--- src/rtl/assert_macros.svh ---
// Assertion macros shared by the priority queue RTL.
// Included by files that carry concurrent checks; no other dependencies.
`ifndef ASSERT_MACROS_SVH
`define ASSERT_MACROS_SVH
`ifndef SYNTHESIS
`define SSPQ_ASSERT(label, clk, rst_n, prop) \
    label: assert property (@(posedge clk) disable iff (!rst_n) (prop)) \
        else $error("sspq assertion failed");
`define SSPQ_ASSERT_IMPLY(label, clk, rst_n, ante, cons) \
    label: assert property (@(posedge clk) disable iff (!rst_n) (ante) |-> (cons)) \
        else $error("sspq assertion failed");
`define SSPQ_ASSERT_NEXT(label, clk, rst_n, ante, cons) \
    label: assert property (@(posedge clk) disable iff (!rst_n) (ante) |=> (cons)) \
        else $error("sspq assertion failed");
`else
`define SSPQ_ASSERT(label, clk, rst_n, prop)
`define SSPQ_ASSERT_IMPLY(label, clk, rst_n, ante, cons)
`define SSPQ_ASSERT_NEXT(label, clk, rst_n, ante, cons)
`endif
`endif

--- src/rtl/sspq_pkg.sv ---
// Shared sizes, status codes and cell interface types of the priority queue.
// No dependencies; imported by every module of the block.
package sspq_pkg;

    localparam int QUEUE_DEPTH  = 64;
    localparam int PAYLOAD_BITS = 16;
    localparam int KEY_BITS     = 32;
    localparam int COUNT_BITS   = $clog2(QUEUE_DEPTH + 1);
    localparam int STATUS_BITS  = 2;

    localparam logic [STATUS_BITS-1:0] ST_OK    = 2'd0;
    localparam logic [STATUS_BITS-1:0] ST_EMPTY = 2'd1;
    localparam logic [STATUS_BITS-1:0] ST_FULL  = 2'd2;

    localparam logic MODE_INSERT = 1'b0;
    localparam logic MODE_DELETE = 1'b1;

    // One stored entry as it moves between neighboring cells.
    typedef struct packed {
        logic                    valid;
        logic [KEY_BITS-1:0]     key;
        logic [PAYLOAD_BITS-1:0] data;
    } t_slot;

    // Operation broadcast to every cell of the chain.
    typedef struct packed {
        logic                    ins;
        logic                    del;
        logic [KEY_BITS-1:0]     key;
        logic [PAYLOAD_BITS-1:0] data;
    } t_cell_ctrl;

endpackage

--- src/rtl/sspq_cell.sv ---
// One slot of the sorted chain: holds an entry, compares it with a new key
// and shifts toward its neighbors. Depends on sspq_pkg.
module sspq_cell
    import sspq_pkg::*;
(
    input  logic       i_clk,
    input  logic       i_rst_n,
    input  t_cell_ctrl i_ctrl,
    input  t_slot      i_left,
    input  logic       i_left_take,
    input  t_slot      i_right,
    output t_slot      o_slot,
    output logic       o_take
);

    logic                    r_valid;
    logic [KEY_BITS-1:0]     r_key;
    logic [PAYLOAD_BITS-1:0] r_data;
    logic                    n_valid;
    logic [KEY_BITS-1:0]     n_key;
    logic [PAYLOAD_BITS-1:0] n_data;

    // A new entry goes ahead of this slot when the slot is empty or holds a
    // strictly larger key, which keeps equal keys in arrival order.
    assign o_take = !r_valid || ($signed(r_key) > $signed(i_ctrl.key));

    assign o_slot.valid = r_valid;
    assign o_slot.key   = r_key;
    assign o_slot.data  = r_data;

    always_comb begin
        n_valid = r_valid;
        n_key   = r_key;
        n_data  = r_data;
        if (i_ctrl.del) begin
            n_valid = i_right.valid;
            n_key   = i_right.key;
            n_data  = i_right.data;
        end else if (i_ctrl.ins && o_take) begin
            if (i_left_take) begin
                n_valid = i_left.valid;
                n_key   = i_left.key;
                n_data  = i_left.data;
            end else begin
                n_valid = 1'b1;
                n_key   = i_ctrl.key;
                n_data  = i_ctrl.data;
            end
        end
    end

    always_ff @(posedge i_clk) begin
        if (!i_rst_n) begin
            r_valid <= 1'b0;
        end else begin
            r_valid <= n_valid;
        end
    end

    always_ff @(posedge i_clk) begin
        r_key  <= n_key;
        r_data <= n_data;
    end

endmodule

--- config.mk ---
export PLATFORM = sky130hd
export DESIGN_NAME = sspq_cell
export DESIGN_NICKNAME = d
export VERILOG_FILES = /design/src/rtl/assert_macros.svh /design/src/rtl/sspq_pkg.sv /design/src/rtl/sspq_cell.sv
export SDC_FILE = /design/constraint.sdc
export NUM_CORES = 1
export LEC_CHECK = 0
export BUFFER_PORTS_ARGS = -buffer_cell sky130_fd_sc_hd__buf_2
export CORE_UTILIZATION = 37
export DETAILED_ROUTE_END_ITERATION = 12
export PLACE_DENSITY = 0.78
export SYNTH_ARGS = -nofsm -noshare
export SYNTH_HDL_FRONTEND = slang
export SYNTH_SLANG_ARGS = --single-unit
--- constraint.sdc ---
create_clock -name i_clk -period 6.2 [get_ports i_clk]
set_input_delay 0.62 -clock i_clk [delete_from_list [all_inputs] [get_ports i_clk]]
set_output_delay 0.62 -clock i_clk [all_outputs]
set_load 0.01 [all_outputs]
# Yosys cells after proc, flatten, opt, wreduce, memory -nomap -nowiden
# Cells that the tools add are included.
# totals
mem_count,0
input_bits,151
output_inout_bits,50
mem_bits_ro,0
latch_bits,0
mem_bits_rw,0
register_bits,49
elab_cells,17
# classes
reduce_logical,4
add_sub_neg,0
shift,0
div,0
order_cmp,1
bitwise,0
multipliers,0
eq_ne,0
muxes,9
# ops
operator,count
32-bit two-way mux,3
16-bit two-way mux,3
32-bit > comparator,1
1-bit two-way mux,3
2-bit nonzero test,1
1-bit logical AND,1
1-bit logical NOT,1
1-bit logical OR,1

# Logic depth before layout (Yosys ltp)
# Gate-level depths: netlist of run 1.
# logic_depth
word_depth,5
mapped_depth,8
ltp_nobuf,8

# Worst setup path before layout of run 1
# Ideal clock, no wire load.
# synth_path
path_kind,input to register
from,input i_ctrl[30] in the netlist's numbering
to,"register r_data[0], enable pin"
required_time_ns,5.680
path_buffers,0
setup_time_ns,0.520
path_slack_ns,0.582
t_arrival_ns,5.099
stages,7
cell_sequence,inv_1 ha_1 nand4_1 a2111oi_0 o31a_1 a211oi_2 o21ai_0
# synth_between
elab_chain_cells,4
# synth_lines
item,line,text
start: declaration,sspq_cell.sv:8,"input t_cell_ctrl i_ctrl,"
32-bit > comparator,sspq_cell.sv:25,assign o_take = !r_valid || ($signed(r_key) > $signed(i_ctrl.key));
1-bit logical OR,sspq_cell.sv:25,
1-bit logical AND,sspq_cell.sv:39,end else if (i_ctrl.ins && o_take) begin
2-bit nonzero test (no source line),--,
end signal: assignment,sspq_cell.sv:62,r_data <= n_data;
end: declaration,sspq_cell.sv:18,logic [PAYLOAD_BITS-1:0] r_data;
# Every way passes these cells.
# A chain may end at the register's enable or synchronous reset.

# Worst setup path after layout of run 1
# layout_path
from,input i_ctrl[30] in the netlist's numbering
to,output o_take
# layout_between
elab_chain_cells,2
# layout_lines
item,line,text
32-bit > comparator,sspq_cell.sv:25,
1-bit logical OR,sspq_cell.sv:25,
end: declaration,sspq_cell.sv:13,output logic o_take
# Every way passes these cells.

==> results of run 1 <==
==> layout by cell type (no fill, tap or decap), types with 2 or more instances in the layout <==
| master | instances |
|---|---|
| nand2_1 | 56 |
| and4_1 | 3 |
| clkbuf_8 | 5 |
| mux2i_1 | 48 |
| ha_1 | 32 |
| a21oi_1 | 13 |
| buf_4 | 3 |
| a21o_1 | 2 |
| buf_2 | 200 |
| o21ai_0 | 52 |
| inv_1 | 37 |
| edfxtp_1 | 48 |
| nand4_1 | 5 |
| nand3_1 | 4 |
| nor2_1 | 2 |
| nor3_1 | 2 |
==> kinds of logic (layout without fill, tap and decap cells) <==
kind of cell	count (synthesis)	count (layout)	synth area share [%]
simple gates	73	73	9.38
flops	49	49	44.0
mux	48	48	14.5
fa+ha+maj	32	32	12.0
buf+inv	55	248	6.51
compound gates	80	80	13.6
==> where the power goes <==
part	switching (W)	internal [W]
sequential	0.0000189	0.000417
clock	0.000113	0.000121
combinational	0.000148	0.000124
total	0.000280	0.000662
==> per-stage QoR <==
stage	power [W]	util (%)	std cells	cell area (sq um)
global placement	0.000708	50.6	630	4420
finish	0.000941	52.0	638	4530
floorplan	0.000592	-	337	3320
CTS	0.000952	52.0	638	4530
global route	0.000994	52.0	638	4530
detailed placement	0.000719	50.6	630	4420
==> registers in the layout (all words and copies together), names as in the netlist <==
name and cells:
r_key 32, r_data 16, r_valid 1
==> worst max-delay path, stage by stage <==
cell      delay (ns)
buf_2           0.09
inv_1           0.04
ha_1            0.33
a21oi_2         0.15
nand2_1         0.07
a221o_1         0.35
o31a_1          0.32
a211oi_2        0.30
o21ai_0         0.15
buf_2           0.17
==> how the worst max path moves through the flow <==
stage	endpoint	startpoint	cells after the start
after CTS	o_take	i_ctrl[23]	10
final	o_take	i_ctrl[30]	10
after detailed placement	r_data[13]$_DFFE_PP_	i_ctrl[33]	10
after global routing	o_take	i_ctrl[23]	10
after floorplan	r_data[0]$_DFFE_PP_	i_ctrl[30]	7
after global placement	r_key[13]$_DFFE_PP_	i_ctrl[38]	10
==> layer usage <==
metal / wire length [um] / up-vias / part of all wire [%]
met2: 4440 / 121 / 51
li1: - / 1592 / -
met4: 199 / 0 / 2.3
met3: 550 / 18 / 6.3
met5: 0 / - / 0
met1: 3570 / 1397 / 41
==> final cells by class <==
class | instances | area [sq um] | area share [%]
multi-input cells | 233 | 1660 | 36.6
flip-flops and latches | 49 | 1460 | 32.3
clock buffers | 5 | 68.8 | 1.52
inverters | 37 | 139 | 3.07
clock inverters | 3 | 46.3 | 1.02
well taps | 108 | 135 | 2.98
repair buffers | 203 | 1020 | 22.6
==> results.cfg, run 1 <==
[status]
run_status = complete, no violations

[sta]
finClkSkew_ns = 0.0102
finalSetupTns_ns = 0
post-route-min-period_ns = 3.22
slew_headroom_pct = 52.8
period_share_pct = 51.9
hold_viol = 0
slew_violations = 0
holdWs_ns = 0.545
rsz0062_at_grt = false
tightest_slew_ns = 0.708
max_freq_ghz = 0.311
worst_slack_ns = 2.98
setup_viol = 0

[die]
io_pins = 201
die_w_um = 96.8
coreArea_sq_um = 8720
rows = 34
die-area_sq_um = 9360
start_util_pct = 38.1
die_h_um = 96.8

[placement]
port_buffers = 200
place_hpwl_um = 7210
gp_congestion = 0.835
pre_cts_slack_ns = 2.78

[pwr]
p_per_area_nw_per_um2 = 208
leakage_nw = 2.38
ir_worst_vdd_v = 0.0000905

[cts]
path_clk_slew_ns = 0.10
htreeDepth = 2
cts_tree = yes
clock_latency_ns = 0.31
cts_hold_buf = 0
cts_root_buf = clkbuf_8
post_cts_resized = 0
post_cts_buffers = 0
cts_sinks = 49
numCtsBuffers = 5
cts_buffer_depth = 2

[synth]
syn_area_sq_um = 3320
ys.flop_type = edfxtp_1
synth_warnings = 0
synth.top_cell.area_share_pct = 43.4
synthCells = 337
yosysMostFrequentCell = nand2_1
synth_area_leaders = edfxtp_1 43%, mux2i_1 14%, ha_1 12%
synthArstFlopShare_pct = 0
synth_top_area_cell = edfxtp_1
synthTopCellsByCount = 56 x nand2_1, 53 x o21ai_0, 48 x edfxtp_1, 48 x mux2i_1, 37 x inv_1
ys_types = 30
ys_seq_area_share_pct = 44.0
synth_area_per_cell_sq_um = 9.86
ys_ff_latch = 49
synth_edf_count = 48
synth_nets = 520

[worst_setup_path]
cp.arrival_ns = 2.60
start_kind = input pin
r2r_end = r_key[3]$_DFFE_PP_
r2r_cells = 7
crit_type = input pin to primary output
required_ns = 5.58
ff2ff_setup_slack_ns = 3.18
r2r_start = r_key[14]$_DFFE_PP_
crit_fanout = 3
cp-end-kind = primary output

[drt]
routed_wl_um = 8760
via_per_inst = 4.90
dr.pass1.iters = 6
drt_iter0_markers = 120
postRouteAntennaNets = 0
routedWlPerCell_um = 13.7
via_count = 3128
post-route-drc-count = 0

[min_path]
min_to = r_valid$_SDFFE_PN0P_
hp-class = input pin to flop
hold_path_depth = 2
worstHoldStart = i_rst_n

[layout]
antennaDiodeCount = 0
fillCellCount = 802
layout-drive-gt1-share_pct = 40.6
area_growth_syn_to_layout_pct = 36.3
final_nets = 712

[grt]
grt.overflow.total = 0
met1_usage_pct = 20.6
grt_pass1_wl_um = 14100
grtUsageMet3_pct = 4.55
grt.total_usage_pct = 18.7
antenna_found_initial = 0
top_usage_layer = met2
grt_max_degree = 54
use_met2_pct = 34.7
grt_pass1_vias = 3226

[run]
max-cap-violations = 0
(Power assumes the default switching activity.)
==> run 2, diff against run 1 <==
Clock period 6.2 ns to 3.33 ns, I/O delays scaled along.
==> results.cfg, run 2 (synthesis gave the netlist of run 1 again) <==
[worst_setup_path]
critPathLaunch = r_key[7]$_DFFE_PP_
r2r_cells = 8
cp_slowest_cell = edfxtp_1
max_stage_delay_ns = 0.41
crit_fanout = 3
start_kind = flop
ff2ff_setup_slack_ns = 0.48
cp-end-kind = primary output
cp.arrival_ns = 2.65
crit_buf_inv = 1
r2r_start = r_key[1]$_DFFE_PP_
crit_chain = ha_1, a21oi_1, o21ai_1, a221o_1, o31a_1, a211oi_2, o21ai_0, buf_2
required_ns = 3.00
crit_family = compound AO/OA/AOI/OAI gates
r2r_end = r_key[15]$_DFFE_PP_
crit_type = flop to primary output

[drt]
routedWlPerCell_um = 13.8
postRouteAntennaNets = 0
dr.max_layer_used = met4
route.met3.wl_um = 567
via_count = 3126
post-route-drc-count = 0
routed_wl_um = 8800
via_per_inst = 4.89
drt_iter0_markers = 111
wl_met1_um = 3650
dr.pass1.iters = 4
dr_wl_met2_um = 4420

[cts]
clock_latency_ns = 0.30
numCtsBuffers = 5
post_cts_buffers = 0
cts_sinks = 49
cts_root_buf = clkbuf_8
path_clk_slew_ns = 0.10
cts_hold_buf = 0
cts_buffer_depth = 2
htreeDepth = 2
cts_tree = yes
post_cts_resized = 0

[placement]
gp_congestion = 0.793
pre_cts_slack_ns = 0.394
port_buffers = 200
place_hpwl_um = 7110

[min_path]
hp-class = input pin to flop
hold_path_depth = 2
worstHoldStart = i_rst_n
min_to = r_valid$_SDFFE_PN0P_

[sta]
slew_headroom_pct = 44.9
tightest_slew_ns = 0.826
post-route-min-period_ns = 2.98
slew_violations = 0
period_share_pct = 89.6
worst_slack_ns = 0.345
hold_viol = 0
setup_viol = 0
max_freq_ghz = 0.335
finalSetupTns_ns = 0
finClkSkew_ns = 0.0111
rsz0062_at_grt = false

[grt]
grt.overflow.total = 0
grt_pass1_vias = 3186
grt_max_degree = 100
grt_pass1_wl_um = 14400
grt.total_usage_pct = 19.2
antenna_found_initial = 0

[layout]
fillCellCount = 813
layout-drive-gt1-share_pct = 40.4
final_common_cell = buf_2
mostFrequentLayoutCells = 200 x buf_2, 56 x nand2_1, 52 x o21ai_0
largest_reg_flops = 32
reg_top3 = r_key: 32 flops, r_data: 16 flops, r_valid: 1 flops
final_nets = 712
area_growth_syn_to_layout_pct = 36.7
regMostFlops = r_key

[die]
rows = 34
coreArea_sq_um = 8720
io_pins = 201
die_h_um = 96.8
die_w_um = 96.8
start_util_pct = 38.1
die-area_sq_um = 9360

[status]
run_status = complete, no violations

[run]
max-cap-violations = 0

[pwr]
p_per_area_nw_per_um2 = 385
ir_worst_vdd_v = 0.000251
leakage_nw = 2.38
## run 2: cell count changes in the layout (fill, tap and decap cells not counted)
cell        previous run  this run
diode_2                0         1
clkinvlp_4             1         0
buf_4                  3         2
buf_12                 0         1
clkbuf_1               0         1
## run 2: final cells by class
cell class	instances	area [sq um]	share of cell area (%)
sequential	49	1460	32.2
clock buffer	6	72.6	1.60
clock inverter	2	38.8	0.854
tap	108	135	2.98
multi-input combinational	233	1660	36.5
timing repair buffer	203	1040	22.8
inverter	37	139	3.06
antenna	1	2.50	0.0551
## run 2: how the worst max path moves through the flow
stage,end,slack (ns),depth (start not counted)
after floorplan,r_data[0]$_DFFE_PP_,0.11,6
after global placement,r_data[13]$_DFFE_PP_,0.47,9
after detailed placement,r_key[3]$_DFFE_PP_,0.39,10
after CTS,o_take,0.28,8
after global routing,o_take,0.15,8
final,o_take,0.35,8
## run 2: metrics by stage
stage	utilization (%)	total power, W	instances	hold slack (ns)	area, sq um
global route	52.1	0.00186	638	0.258	4540
CTS	52.1	0.00177	638	0.261	4540
global placement	50.8	0.00132	630	0.582	4430
finish	52.1	0.00175	639	0.269	4540
floorplan	-	0.00110	337	0.464	3330
detailed placement	50.8	0.00134	630	0.594	4430
## run 2: metal layers
layer  up-vias  GRT usage, %
met5         -             0
met4         0          6.66
met3        14          4.70
met2       134          33.7
met1      1384          22.6
li1       1594             -
## run 2: worst register-to-register path, stage by stage, from the launching register on
cell	delay, ns
edfxtp_1	0.41
ha_1	0.30
nor2b_1	0.13
o211ai_1	0.12
a2111oi_0	0.56
o31a_1	0.21
a211oi_2	0.07
o21ai_4	0.15
buf_4	0.52
## run 2: power breakdown
part           internal [W]  total, W  switching [W]
Sequential         0.000778  0.000813      0.0000350
Clock              0.000226  0.000427       0.000201
Combinational      0.000232  0.000509       0.000277
